<file path="src/sv/tgard_pkg.sv">
package tgard_pkg;

    // Pixel format codes
    localparam logic [1:0] FMT_GRAY8  = 2'd0;
    localparam logic [1:0] FMT_RGB15  = 2'd1;
    localparam logic [1:0] FMT_BGR24  = 2'd2;
    localparam logic [1:0] FMT_BGRA32 = 2'd3;

    // Configuration register indexes
    localparam int unsigned CFG_IDX_W  = 2;
    localparam int unsigned CFG_DATA_W = 32;
    localparam logic [CFG_IDX_W-1:0] CFG_PIXEL_FORMAT = 2'd0;
    localparam logic [CFG_IDX_W-1:0] CFG_RLE_ENABLE   = 2'd1;
    localparam logic [CFG_IDX_W-1:0] CFG_TOTAL_PIXELS = 2'd2;

    // Register reset values
    localparam logic [1:0]            RST_PIXEL_FORMAT = FMT_BGR24;
    localparam logic                  RST_RLE_ENABLE   = 1'b1;
    localparam logic [CFG_DATA_W-1:0] RST_TOTAL_PIXELS = 32'd1;

    localparam logic [7:0] ALPHA_FULL = 8'hFF;

    // Entries between the byte parser and the pixel formatter
    localparam int unsigned QUEUE_DEPTH_DEF = 4;

    typedef struct packed {
        logic [31:0] pix;        // gathered pixel bytes, first byte lowest
        logic [1:0]  fmt;
        logic        has_pixel;
        logic [7:0]  run;
        logic        done;
        logic        opaque;     // already gated by done
        logic        status;     // already gated by done
    } t_entry;

    // Expand a 5-bit channel to 8 bits
    function automatic logic [7:0] five_to_eight(input logic [4:0] v);
        logic [7:0] r;
        case (v)
            5'd0:  r = 8'd0;    5'd1:  r = 8'd8;    5'd2:  r = 8'd16;   5'd3:  r = 8'd25;
            5'd4:  r = 8'd33;   5'd5:  r = 8'd41;   5'd6:  r = 8'd49;   5'd7:  r = 8'd58;
            5'd8:  r = 8'd66;   5'd9:  r = 8'd74;   5'd10: r = 8'd82;   5'd11: r = 8'd90;
            5'd12: r = 8'd99;   5'd13: r = 8'd107;  5'd14: r = 8'd115;  5'd15: r = 8'd123;
            5'd16: r = 8'd132;  5'd17: r = 8'd140;  5'd18: r = 8'd148;  5'd19: r = 8'd156;
            5'd20: r = 8'd165;  5'd21: r = 8'd173;  5'd22: r = 8'd181;  5'd23: r = 8'd189;
            5'd24: r = 8'd197;  5'd25: r = 8'd206;  5'd26: r = 8'd214;  5'd27: r = 8'd222;
            5'd28: r = 8'd230;  5'd29: r = 8'd239;  5'd30: r = 8'd247;  5'd31: r = 8'd255;
            default: r = 8'd0;
        endcase
        return r;
    endfunction

endpackage

</file>
<file path="src/sv/tgard_front.sv">
module tgard_front
    import tgard_pkg::*;
(
    input  logic                  i_clk,
    input  logic                  i_rst_n,
    input  logic                  i_cfg_we,
    input  logic [CFG_IDX_W-1:0]  i_cfg_idx,
    input  logic [CFG_DATA_W-1:0] i_cfg_data,
    input  logic                  i_valid,
    output logic                  o_ready,
    input  logic [7:0]            i_byte,
    input  logic                  i_final,
    input  logic                  i_full,
    output logic                  o_push,
    output t_entry                o_entry
);

    logic [1:0]            r_fmt, n_fmt;
    logic                  r_rle, n_rle;
    logic [CFG_DATA_W-1:0] r_total, n_total;

    logic [31:0] r_pix, n_pix;
    logic [1:0]  r_pos, n_pos;
    logic [7:0]  r_pkt_left, n_pkt_left;
    logic        r_pkt_rep, n_pkt_rep;
    logic [31:0] r_pix_left, n_pix_left;
    logic        r_opaque, n_opaque;
    logic        r_finished, n_finished;

    logic        accept;
    logic        restart;
    logic [31:0] pix_cat;
    logic [1:0]  pos_inc;
    logic [7:0]  run_raw;
    logic [7:0]  run_clip;
    logic        opaque_upd;

    assign o_ready = !i_full;
    assign accept  = i_valid && !i_full;
    assign restart = i_cfg_we && (i_cfg_idx == CFG_PIXEL_FORMAT ||
                                  i_cfg_idx == CFG_RLE_ENABLE ||
                                  i_cfg_idx == CFG_TOTAL_PIXELS);

    // Insert the new byte at its place in the gathered pixel
    always_comb begin
        pix_cat = r_pix;
        case (r_pos)
            2'd0:    pix_cat[7:0]   = i_byte;
            2'd1:    pix_cat[15:8]  = i_byte;
            2'd2:    pix_cat[23:16] = i_byte;
            default: pix_cat[31:24] = i_byte;
        endcase
    end

    assign pos_inc    = r_pos + 2'd1;
    assign run_raw    = (r_rle && r_pkt_rep) ? r_pkt_left : 8'd1;
    assign run_clip   = ({24'd0, run_raw} > r_pix_left) ? r_pix_left[7:0] : run_raw;
    assign opaque_upd = r_opaque && !(r_fmt == FMT_BGRA32 && i_byte != ALPHA_FULL);

    // Parse one byte: header, partial pixel, complete pixel, or image end once no pixels are left
    always_comb begin
        n_fmt      = r_fmt;
        n_rle      = r_rle;
        n_total    = r_total;
        n_pix      = r_pix;
        n_pos      = r_pos;
        n_pkt_left = r_pkt_left;
        n_pkt_rep  = r_pkt_rep;
        n_pix_left = r_pix_left;
        n_opaque   = r_opaque;
        n_finished = r_finished;
        o_push     = 1'b0;
        o_entry    = '0;
        o_entry.fmt = r_fmt;

        if (accept && !r_finished) begin
            if (r_pix_left == 32'd0) begin
                n_finished     = 1'b1;
                o_push         = 1'b1;
                o_entry.done   = 1'b1;
                o_entry.opaque = r_opaque;
            end else if (r_rle && r_pkt_left == 8'd0) begin
                n_pkt_left = {1'b0, i_byte[6:0]} + 8'd1;
                n_pkt_rep  = i_byte[7];
                if (i_final) begin
                    n_finished     = 1'b1;
                    o_push         = 1'b1;
                    o_entry.done   = 1'b1;
                    o_entry.opaque = r_opaque;
                    o_entry.status = 1'b1;
                end
            end else if (pos_inc != r_fmt + 2'd1) begin
                n_pix = pix_cat;
                n_pos = pos_inc;
                if (i_final) begin
                    n_finished     = 1'b1;
                    o_push         = 1'b1;
                    o_entry.done   = 1'b1;
                    o_entry.opaque = r_opaque;
                    o_entry.status = 1'b1;
                end
            end else begin
                n_pix      = '0;
                n_pos      = 2'd0;
                n_opaque   = opaque_upd;
                n_pix_left = r_pix_left - {24'd0, run_clip};
                if (r_rle && r_pkt_rep) begin
                    n_pkt_left = 8'd0;
                end else if (r_rle) begin
                    n_pkt_left = r_pkt_left - 8'd1;
                end
                o_push            = 1'b1;
                o_entry.pix       = pix_cat;
                o_entry.has_pixel = 1'b1;
                o_entry.run       = run_clip;
                if (n_pix_left == 32'd0 || i_final) begin
                    n_finished     = 1'b1;
                    o_entry.done   = 1'b1;
                    o_entry.opaque = opaque_upd;
                    o_entry.status = (n_pix_left != 32'd0);
                end
            end
        end

        // Register write restarts the image
        if (i_cfg_we) begin
            case (i_cfg_idx)
                CFG_PIXEL_FORMAT: n_fmt   = i_cfg_data[1:0];
                CFG_RLE_ENABLE:   n_rle   = i_cfg_data[0];
                CFG_TOTAL_PIXELS: n_total = i_cfg_data;
                default: ;
            endcase
        end
        if (restart) begin
            n_pix      = '0;
            n_pos      = 2'd0;
            n_pkt_left = 8'd0;
            n_pkt_rep  = 1'b0;
            n_pix_left = n_total;
            n_opaque   = 1'b1;
            n_finished = 1'b0;
        end
    end

    always_ff @(posedge i_clk) begin
        if (!i_rst_n) begin
            r_fmt      <= RST_PIXEL_FORMAT;
            r_rle      <= RST_RLE_ENABLE;
            r_total    <= RST_TOTAL_PIXELS;
            r_pix      <= '0;
            r_pos      <= 2'd0;
            r_pkt_left <= 8'd0;
            r_pkt_rep  <= 1'b0;
            r_pix_left <= RST_TOTAL_PIXELS;
            r_opaque   <= 1'b1;
            r_finished <= 1'b0;
        end else begin
            r_fmt      <= n_fmt;
            r_rle      <= n_rle;
            r_total    <= n_total;
            r_pix      <= n_pix;
            r_pos      <= n_pos;
            r_pkt_left <= n_pkt_left;
            r_pkt_rep  <= n_pkt_rep;
            r_pix_left <= n_pix_left;
            r_opaque   <= n_opaque;
            r_finished <= n_finished;
        end
    end

`ifndef ASSERT_OFF
    a_done_finishes: assert property (@(posedge i_clk) disable iff (!i_rst_n)
        (o_push && o_entry.done && !i_cfg_we) |=> r_finished)
        else $error("image end did not stop the parser");
    a_no_push_finished: assert property (@(posedge i_clk) disable iff (!i_rst_n)
        r_finished |-> !o_push)
        else $error("request pushed after image end");
    a_run_matches_pixel: assert property (@(posedge i_clk) disable iff (!i_rst_n)
        o_push |-> (o_entry.has_pixel == (o_entry.run != 8'd0)) &&
                   (o_entry.run <= 8'd128))
        else $error("run length inconsistent with pixel");
`endif

endmodule

</file>
<file path="src/sv/tgard_queue.sv">
module tgard_queue
    import tgard_pkg::*;
#(
    parameter int unsigned DEPTH = QUEUE_DEPTH_DEF
) (
    input  logic   i_clk,
    input  logic   i_rst_n,
    input  logic   i_push,
    input  t_entry i_entry,
    output logic   o_full,
    input  logic   i_pop,
    output logic   o_valid,
    output t_entry o_entry
);

    localparam int unsigned PW = (DEPTH > 1) ? $clog2(DEPTH) : 1;
    localparam int unsigned CW = $clog2(DEPTH + 1);
    localparam logic [PW-1:0] LAST_PTR = PW'(DEPTH - 1);
    localparam logic [CW-1:0] FULL_CNT = CW'(DEPTH);

    t_entry        r_mem [DEPTH];
    logic [PW-1:0] r_wr, n_wr;
    logic [PW-1:0] r_rd, n_rd;
    logic [CW-1:0] r_cnt, n_cnt;
    logic          do_push;
    logic          do_pop;

    assign o_full  = (r_cnt == FULL_CNT);
    assign o_valid = (r_cnt != '0);
    assign o_entry = r_mem[r_rd];
    assign do_push = i_push && !o_full;
    assign do_pop  = i_pop && o_valid;

    // Advance pointers and count
    always_comb begin
        n_wr  = r_wr;
        n_rd  = r_rd;
        n_cnt = r_cnt;
        if (do_push) begin
            n_wr = (r_wr == LAST_PTR) ? '0 : r_wr + PW'(1);
        end
        if (do_pop) begin
            n_rd = (r_rd == LAST_PTR) ? '0 : r_rd + PW'(1);
        end
        if (do_push && !do_pop) begin
            n_cnt = r_cnt + CW'(1);
        end else if (do_pop && !do_push) begin
            n_cnt = r_cnt - CW'(1);
        end
    end

    always_ff @(posedge i_clk) begin
        if (!i_rst_n) begin
            r_wr  <= '0;
            r_rd  <= '0;
            r_cnt <= '0;
        end else begin
            r_wr  <= n_wr;
            r_rd  <= n_rd;
            r_cnt <= n_cnt;
        end
    end

    // Store requests
    always_ff @(posedge i_clk) begin
        if (do_push) begin
            r_mem[r_wr] <= i_entry;
        end
    end

`ifndef ASSERT_OFF
    a_no_overflow: assert property (@(posedge i_clk) disable iff (!i_rst_n)
        (r_cnt <= FULL_CNT) && !(i_push && o_full))
        else $error("queue overflow");
`endif

endmodule

</file>
<file path="src/sv/tgard_back.sv">
module tgard_back
    import tgard_pkg::*;
(
    input  logic   i_clk,
    input  logic   i_rst_n,
    input  logic   i_valid,
    input  t_entry i_entry,
    output logic   o_pop,
    output logic   o_valid,
    input  logic   i_ready,
    output logic [7:0] o_red,
    output logic [7:0] o_green,
    output logic [7:0] o_blue,
    output logic [7:0] o_alpha,
    output logic [7:0] o_run,
    output logic   o_done,
    output logic   o_opaque,
    output logic   o_status
);

    logic       r_valid;
    logic [7:0] r_red, r_green, r_blue, r_alpha, r_run;
    logic       r_done, r_opaque, r_status;
    logic [7:0] c_red, c_green, c_blue, c_alpha;

    assign o_pop = i_valid && (!r_valid || i_ready);

    // Convert gathered bytes to RGBA
    always_comb begin
        c_red   = 8'd0;
        c_green = 8'd0;
        c_blue  = 8'd0;
        c_alpha = 8'd0;
        if (i_entry.has_pixel) begin
            c_alpha = ALPHA_FULL;
            case (i_entry.fmt)
                FMT_GRAY8: begin
                    c_red = i_entry.pix[7:0];
                end
                FMT_RGB15: begin
                    c_blue  = five_to_eight(i_entry.pix[4:0]);
                    c_green = five_to_eight(i_entry.pix[9:5]);
                    c_red   = five_to_eight(i_entry.pix[14:10]);
                end
                FMT_BGRA32: begin
                    c_blue  = i_entry.pix[7:0];
                    c_green = i_entry.pix[15:8];
                    c_red   = i_entry.pix[23:16];
                    c_alpha = i_entry.pix[31:24];
                end
                default: begin
                    c_blue  = i_entry.pix[7:0];
                    c_green = i_entry.pix[15:8];
                    c_red   = i_entry.pix[23:16];
                end
            endcase
        end
    end

    always_ff @(posedge i_clk) begin
        if (!i_rst_n) begin
            r_valid <= 1'b0;
        end else if (o_pop) begin
            r_valid <= 1'b1;
        end else if (i_ready) begin
            r_valid <= 1'b0;
        end
    end

    // Load the output register
    always_ff @(posedge i_clk) begin
        if (o_pop) begin
            r_red    <= c_red;
            r_green  <= c_green;
            r_blue   <= c_blue;
            r_alpha  <= c_alpha;
            r_run    <= i_entry.run;
            r_done   <= i_entry.done;
            r_opaque <= i_entry.opaque;
            r_status <= i_entry.status;
        end
    end

    assign o_valid  = r_valid;
    assign o_red    = r_red;
    assign o_green  = r_green;
    assign o_blue   = r_blue;
    assign o_alpha  = r_alpha;
    assign o_run    = r_run;
    assign o_done   = r_done;
    assign o_opaque = r_opaque;
    assign o_status = r_status;

endmodule

</file>
<file path="src/sv/tga_truecolor_rle_decoder.sv">
// TGA true-color RLE pixel decoder. Feed the pixel-data bytes of an image one per cycle on
// the slave stream (byte in tdata, tlast on the last byte available); decoded RGBA pixels come
// out on the master stream, each with a run length, tlast on the result that completes or
// ends the image. One byte is taken every cycle as long as the queue between the byte
// parser and the pixel formatter has room; the parser updates its state for every byte it
// takes, which sets that rate. A completed result is written into the queue and then loaded
// into the formatter's output register. Configure format, RLE mode and pixel total through
// the write port while the stream is idle; any register write restarts the image.
module tga_truecolor_rle_decoder
    import tgard_pkg::*;
#(
    parameter int unsigned QUEUE_DEPTH = QUEUE_DEPTH_DEF
) (
    input  logic                  i_clk,
    input  logic                  i_rst_n,
    input  logic                  i_cfg_we,
    input  logic [CFG_IDX_W-1:0]  i_cfg_idx,
    input  logic [CFG_DATA_W-1:0] i_cfg_data,
    input  logic                  i_s_axis_tvalid,
    output logic                  o_s_axis_tready,
    input  logic [7:0]            i_s_axis_tdata,   // data_byte
    input  logic                  i_s_axis_tlast,   // final_byte
    output logic                  o_m_axis_tvalid,
    input  logic                  i_m_axis_tready,
    // [7:0] red, [15:8] green, [23:16] blue, [31:24] alpha, [39:32] run_length
    output logic [39:0]           o_m_axis_tdata,
    output logic                  o_m_axis_tlast,   // image_done
    output logic [1:0]            o_m_axis_tuser    // [0] all_opaque, [1] status
);

    logic   push, full, pop, q_valid;
    t_entry push_entry, head_entry;
    logic [7:0] red, green, blue, alpha, run;
    logic   opaque, status;

    tgard_front u_front (
        .i_clk      (i_clk),
        .i_rst_n    (i_rst_n),
        .i_cfg_we   (i_cfg_we),
        .i_cfg_idx  (i_cfg_idx),
        .i_cfg_data (i_cfg_data),
        .i_valid    (i_s_axis_tvalid),
        .o_ready    (o_s_axis_tready),
        .i_byte     (i_s_axis_tdata),
        .i_final    (i_s_axis_tlast),
        .i_full     (full),
        .o_push     (push),
        .o_entry    (push_entry)
    );

    tgard_queue #(
        .DEPTH (QUEUE_DEPTH)
    ) u_queue (
        .i_clk   (i_clk),
        .i_rst_n (i_rst_n),
        .i_push  (push),
        .i_entry (push_entry),
        .o_full  (full),
        .i_pop   (pop),
        .o_valid (q_valid),
        .o_entry (head_entry)
    );

    tgard_back u_back (
        .i_clk    (i_clk),
        .i_rst_n  (i_rst_n),
        .i_valid  (q_valid),
        .i_entry  (head_entry),
        .o_pop    (pop),
        .o_valid  (o_m_axis_tvalid),
        .i_ready  (i_m_axis_tready),
        .o_red    (red),
        .o_green  (green),
        .o_blue   (blue),
        .o_alpha  (alpha),
        .o_run    (run),
        .o_done   (o_m_axis_tlast),
        .o_opaque (opaque),
        .o_status (status)
    );

    assign o_m_axis_tdata = {run, alpha, blue, green, red};
    assign o_m_axis_tuser = {status, opaque};

endmodule
</file>
<file path="config.mk">
export PLATFORM = sky130hd
export DESIGN_NAME = tga_truecolor_rle_decoder
export DESIGN_NICKNAME = d
export VERILOG_FILES = /design/src/sv/tgard_pkg.sv /design/src/sv/tgard_front.sv /design/src/sv/tgard_queue.sv /design/src/sv/tgard_back.sv /design/src/sv/tga_truecolor_rle_decoder.sv
export SDC_FILE = /design/constraint.sdc
export NUM_CORES = 1
export LEC_CHECK = 0
export BUFFER_PORTS_ARGS = -buffer_cell sky130_fd_sc_hd__buf_2
export CAP_MARGIN = 10
export CORE_AREA = 2 2 164 166
export CTS_CLUSTER_SIZE = 16
export DETAILED_ROUTE_END_ITERATION = 10
export DIE_AREA = 0 0 166 168
export PLACE_DENSITY = 0.86
export SLEW_MARGIN = 20
export SYNTH_ARGS = -nofsm -noshare
export SYNTH_HDL_FRONTEND = slang
export SYNTH_SLANG_ARGS = --single-unit
</file>
<file path="constraint.sdc">
create_clock -name i_clk -period 6.2 [get_ports i_clk]
set_input_delay 0.93 -clock i_clk [delete_from_list [all_inputs] [get_ports i_clk]]
set_output_delay 0.93 -clock i_clk [all_outputs]
set_load 0.01 [all_outputs]
</file>
-- After elaboration in Yosys (flattened, before gate mapping)
Memory sizes are Yosys's and may differ from the RTL's. A register that Yosys moved wholly into a read port is not among the register bits.
Index checks and enable logic that the tools add are counted.
Widths: inputs -> output; s select.
- bits in writable memories: 184
- output and inout bits: 45
- input bits: 48
- memories: 4
- flip-flop bits (word level): 163
- logic and storage cells: 158
- ROM bits: 768
- bitwise logic cells: 4
- $add $sub $neg: 9
- muxes and demuxes: 57
- eq/ne operators: 16
- $lt $le $gt $ge: 1
- reduce and logical (&&, ||, !) cells: 45
- memories (name ; depth ; width ; read ports ; clocked after memory_dff ; wr ports ; line ; RTL):
    (name not given) ; 32 ; 8 ; 1 ; 0 ; 0 ; tgard_pkg.sv:39 ; case (v)
    (name not given) ; 32 ; 8 ; 1 ; 0 ; 0 ; tgard_pkg.sv:39 ;
    (name not given) ; 32 ; 8 ; 1 ; 0 ; 0 ; tgard_pkg.sv:39 ;
    u_queue.r_mem ; 4 ; 46 ; 1 ; 1 ; 1 ; tgard_queue.sv:21 ; t_entry r_mem [DEPTH];
- operators with widths (kind ; count):
    $mux 32 ; 12
    $mux 8 ; 11
    $logic_not 32->1 ; 2
    $pmux 8 s2 ; 3
    $gt 8x32->1 ; 1
    $reduce_bool 32->1 ; 1
    $sub 32x8->32 ; 1
    $mux 9 ; 3
    $mux 3 ; 6
    $mux 1 ; 15
    $eq 2x2->1 const B ; 6
    $logic_and 1x1->1 ; 12
    $mux 12 ; 1
    $mux 2 ; 6
    $reduce_and 4->1 ; 3
    $add 2x1->2 const B ; 4
    $add 7x1->8 const B ; 1
    $logic_not 8->1 ; 1
    $ne 2x1->1 const B ; 4
    $ne 8x8->1 const B ; 1
    $sub 8x1->8 const B ; 1
    $eq 2x1->1 const B ; 3
    $logic_not 1->1 ; 6
    $logic_not 2->1 ; 3
    other kinds (13) ; 25

-- Longest topological paths before layout
- depth after elaboration: 12
- gate-level depth with buffers: 23
- depth with buffers taken out: 21

-- By module
A second synthesis with hierarchy kept.
- cells, all modules: 1295
- area total of the unflattened synthesis: 16131.7 sq um
- by module, submodules not included (module ; cells an instance ; area each (sq um) ; times used):
    tgard_queue ; 291 ; 7181.9 ; 1
    tgard_front ; 832 ; 6785.3 ; 1
    tgard_back ; 170 ; 2149.6 ; 1
    tga_truecolor_rle_decoder ; 2 ; 15.0 ; 1

-- Worst setup path before layout
No wires, ideal clock.
- kind: register -> register
- start point: register u_front.r_pix_left[25]
- end point: memory u_queue.r_mem[0][0] in the netlist's numbering (data pin)
- slack: 1.350 ns
- data arrival time: 4.585 ns
- required time: 5.936 ns
- stages on the path, launching flop included: 19
- path through: dfxtp_1 > or4_1 > or3_1 > buf_2 > nor3_1 > o211a_1 > buf_2 > mux2i_1 > ha_1 > inv_1 > fa_1 > a21o_1 > a221oi_1 > o211ai_1 > nor2_1 > xor2_1 > nor3_1 > nand4b_1 > and3_1
- RTL lines (element ; line ; RTL):
    start: declaration ; tgard_front.sv:26 ; logic [31:0] r_pix_left, n_pix_left;
    start signal: assignment ; tgard_front.sv:165 ; r_pix_left <= n_pix_left;
    end: declaration ; tgard_queue.sv:21 ;

==> results.ini <==
[floorplanning]
die_w_um = 166
io_pins = 93
die_h_um = 168
core-area_sq_mm = 0.02635
dieArea_sq_mm = 0.02789
rows = 60
start_util_pct = 59.99

[routing]
antenna_left = 0
dr.pass1.iters = 6
drc = 0
first_iter_violations = 1248
vias_per_cell = 6.279
post_drt_wl_per_cell_um = 21.50
wl_mm = 37.35
vias = 10910

[critical_path]
r2r-end = u_queue.r_mem[0][2]$_DFFE_PP_
worstPathRequired_ps = 6510
arrival_ps = 5840
critPathKind = register to register
rrSetupSlack_ps = 670
rr_startpoint = u_front.r_rle$_SDFFE_PN1P_
end_kind = register
reg2reg_depth = 19
worstPathMaxFanout = 14
worst_setup_path_start_kind = register

[clocking]
cts_sinks = 349
clkLatencyLatePin_ps = 530
cts_resized = 0
cts.htree.levels = 2
cts-root-buf = clkbuf_16
clockBufferDepth = 3
hold_buffers = 0
cts_buffers = 35
cts_setup_buffers = 0
clk_pin_slew_ps = 60
cts_tree = built

[timing]
slew_headroom_pct = 32.58
worstMarginPinSlew_ps = 1011
max_freq_mhz = 180.8
fin_crit_sh_pct = 89.23
skew_ps = 21.44
whs_ps = 486.9
fin_setup_tns_ps = 0
rsz0062_at_grt = false
period_minus_slack_ps = 5532
setup_viol = 0
slew_violations = 0
hold_violations = 0
setup_ws_ps = 667.7

[synthesis]
syn_nets = 1378
synth_seq_cells = 349
netlist_area_sq_mm = 0.01581
synth-edff-count = 227
seq_area_frac_synth_pct = 58.58
ys.warnings.count = 0
synth_cell_type_count = 69
synthFlopType = edfxtp_1
syn_inst = 1299
async_flop_share_pct = 0
avgSynthCellArea_sq_um = 12.17

[global_routing]
use_met3_pct = 4.678
grt.met1_usage_pct = 34.85
busiest_layer = met2
grt_overflow = 0
grt_util_met2_pct = 43.78
grt_pass1_wl_mm = 58.24
antenna_found_initial = 3
grt_usage_pct = 26.40
grt_pass1_vias = 10660
grt_max_degree = 55

[min_path]
min_from = u_front.r_total[4]$_SDFF_PN0_
holdPathEnd = u_front.r_total[4]$_SDFF_PN0_
hold_class = register to register
min_path_cells = 2

[pwr]
power_density_mw_per_mm2 = 418.5
pwr-share-clk_pct = 27.9
power_switching_mw = 2.460
irDropWorstVdd_mv = 0.2995
pwr-share-seq_pct = 41.7
finalPower_mw = 7.391
sw_frac_of_total_pct = 33.28
combPwrFrac_pct = 30.4
power.internal_mw = 4.931
p_leak_nw = 6.255

[flow_run]
max-cap-violations = 0

[layout]
final_core_util_pct = 67.03
finalNonFillerCells = 1737
final_area_sq_mm = 0.01766
mostFrequentLayoutCell = edfxtp_1
areaGrowthSynthToFinish_pct = 11.74
layout-drive-gt1-share_pct = 16.64
final_cell_mix = 227 x edfxtp_1, 163 x nor2_1, 120 x dfxtp_1, 96 x nand2_1, 92 x buf_2
fin_nets = 1446

[place]
dpl-instance-area_sq_mm = 0.01653
detailed_place_hpwl_mm = 24.39
dp.cells = 1671
place_ws_ps = 886.0
portBuffers = 92
gp_congestion = 0.9600

[run_status]
status = finished, final reports clean

## routing by layer
| layer | part of all wire, % | wire length [um] | vias to the layer above |
|---|---|---|---|
| met2 | 48 | 17910 | 525 |
| li1 | - | - | 4982 |
| met3 | 7.0 | 2599 | 127 |
| met4 | 4.0 | 1487 | 0 |
| met1 | 41 | 15360 | 5273 |
| met5 | 0 | 0 | - |
## cells in the mapped netlist (11+ instances only)
master      n  area, sq um
edfxtp_1  227         6817
nor2_1    163        611.8
dfxtp_1   122         2442
nand2_1    97        364.1
mux2i_1    83        830.8
clkbuf_1   53        198.9
a21oi_1    46        230.2
a22oi_1    45        337.8
mux4_2     45         1013
nor2b_1    35        219.0
ha_1       29        362.9
o21ai_0    26        130.1
xor2_1     24        210.2
inv_1      21        78.83
nand3_1    21        105.1
xnor2_1    21        183.9
nor3_1     20        100.1
and3_1     15        93.84
and2_1     14        87.58
nor4_1     14        87.58
a31oi_1    12        75.07
buf_1      12        45.04
o22ai_1    12        75.07
buf_2      11        55.05
## how the worst max path moves through the flow
stage | slack, ps | end | cells past startpoint | from
after floorplan | 1350 | u_queue.r_mem[0][0]$_DFFE_PP_ | 18 | u_front.r_pix_left[25]$_SDFFE_PN0P_
after global routing | 410 | u_queue.r_mem[0][2]$_DFFE_PP_ | 19 | u_front.r_rle$_SDFFE_PN1P_
final | 670 | u_queue.r_mem[0][2]$_DFFE_PP_ | 19 | u_front.r_rle$_SDFFE_PN1P_
after detailed placement | 890 | u_queue.r_mem[2][2]$_DFFE_PP_ | 17 | u_front.r_pix_left[25]$_SDFFE_PN0P_
after global placement | 1040 | u_queue.r_mem[0][0]$_DFFE_PP_ | 17 | u_front.r_pix_left[25]$_SDFFE_PN0P_
after CTS | 850 | u_queue.r_mem[2][2]$_DFFE_PP_ | 22 | u_front.r_rle$_SDFFE_PN1P_
## registers in the layout (all words and copies together), names as in the netlist, 2 cells and up, named ones only
register / flops
u_back.o_green: 8
u_front.r_pos: 2
u_queue.r_rd: 2
u_front.r_total: 32
u_front.r_pix: 32
u_front.r_pix_left: 32
u_back.o_run: 8
u_queue.r_mem: 184
u_queue.r_wr: 2
u_back.o_blue: 8
u_front.r_fmt: 2
u_front.r_pkt_left: 8
u_queue.r_cnt: 3
u_back.o_red: 8
u_back.o_alpha: 8
## power by group through the flow
stage / registers, mW / logic [mW] / clock network [mW]
after global placement: 3.11 / 2.13 / 0
after floorplan: 3.10 / 1.60 / 0
after CTS: 3.09 / 2.22 / 2.08
final: 3.08 / 2.25 / 2.06
after global routing: 3.12 / 2.43 / 2.17
after detailed placement: 3.13 / 2.19 / 0
## worst max-delay path, stage by stage, from the launching register on
cell and delay (ps):
dfxtp_1 480, nand2_1 220, nor2_1 310, ha_1 330
nor2b_1 140, o21ai_0 140, nand2b_1 70, a21oi_1 200
o21ai_0 130, o211a_1 290, mux2i_1 210, ha_1 550
nor4b_1 630, a21bo_2 300, a31o_2 260, nor4b_1 170
xor2_1 170, nor2_1 110, nand4b_1 220, a21oi_1 380
## cell families (layout without fill, tap and decap cells)
family	count (synthesis)	in the layout	synth area share (%)
AOI/OAI and AO/OA	207	207	8.779
xor gates and xnor gates	45	45	2.493
adders and majority gates	31	31	2.549
buffers and inverters	101	196	2.557
DFF	349	349	58.58
muxes	129	129	11.74
other	0	2	0
and+or+nand+nor	437	437	13.31
## layout make-up
| type | count | area (sq um) |
|---|---|---|
| Sequential cell | 349 | 9264 |
| Fill cell | 1793 | 8688 |
| Multi-Input combinational cell | 849 | 6166 |
| Clock buffer | 45 | 943.4 |
| Timing Repair Buffer | 110 | 595.6 |
| Tap cell | 341 | 426.7 |
| Clock inverter | 19 | 178.9 |
| Inverter | 22 | 82.58 |
| Antenna cell | 2 | 5.005 |
No activity file was read; power rests on OpenSTA's default activity.
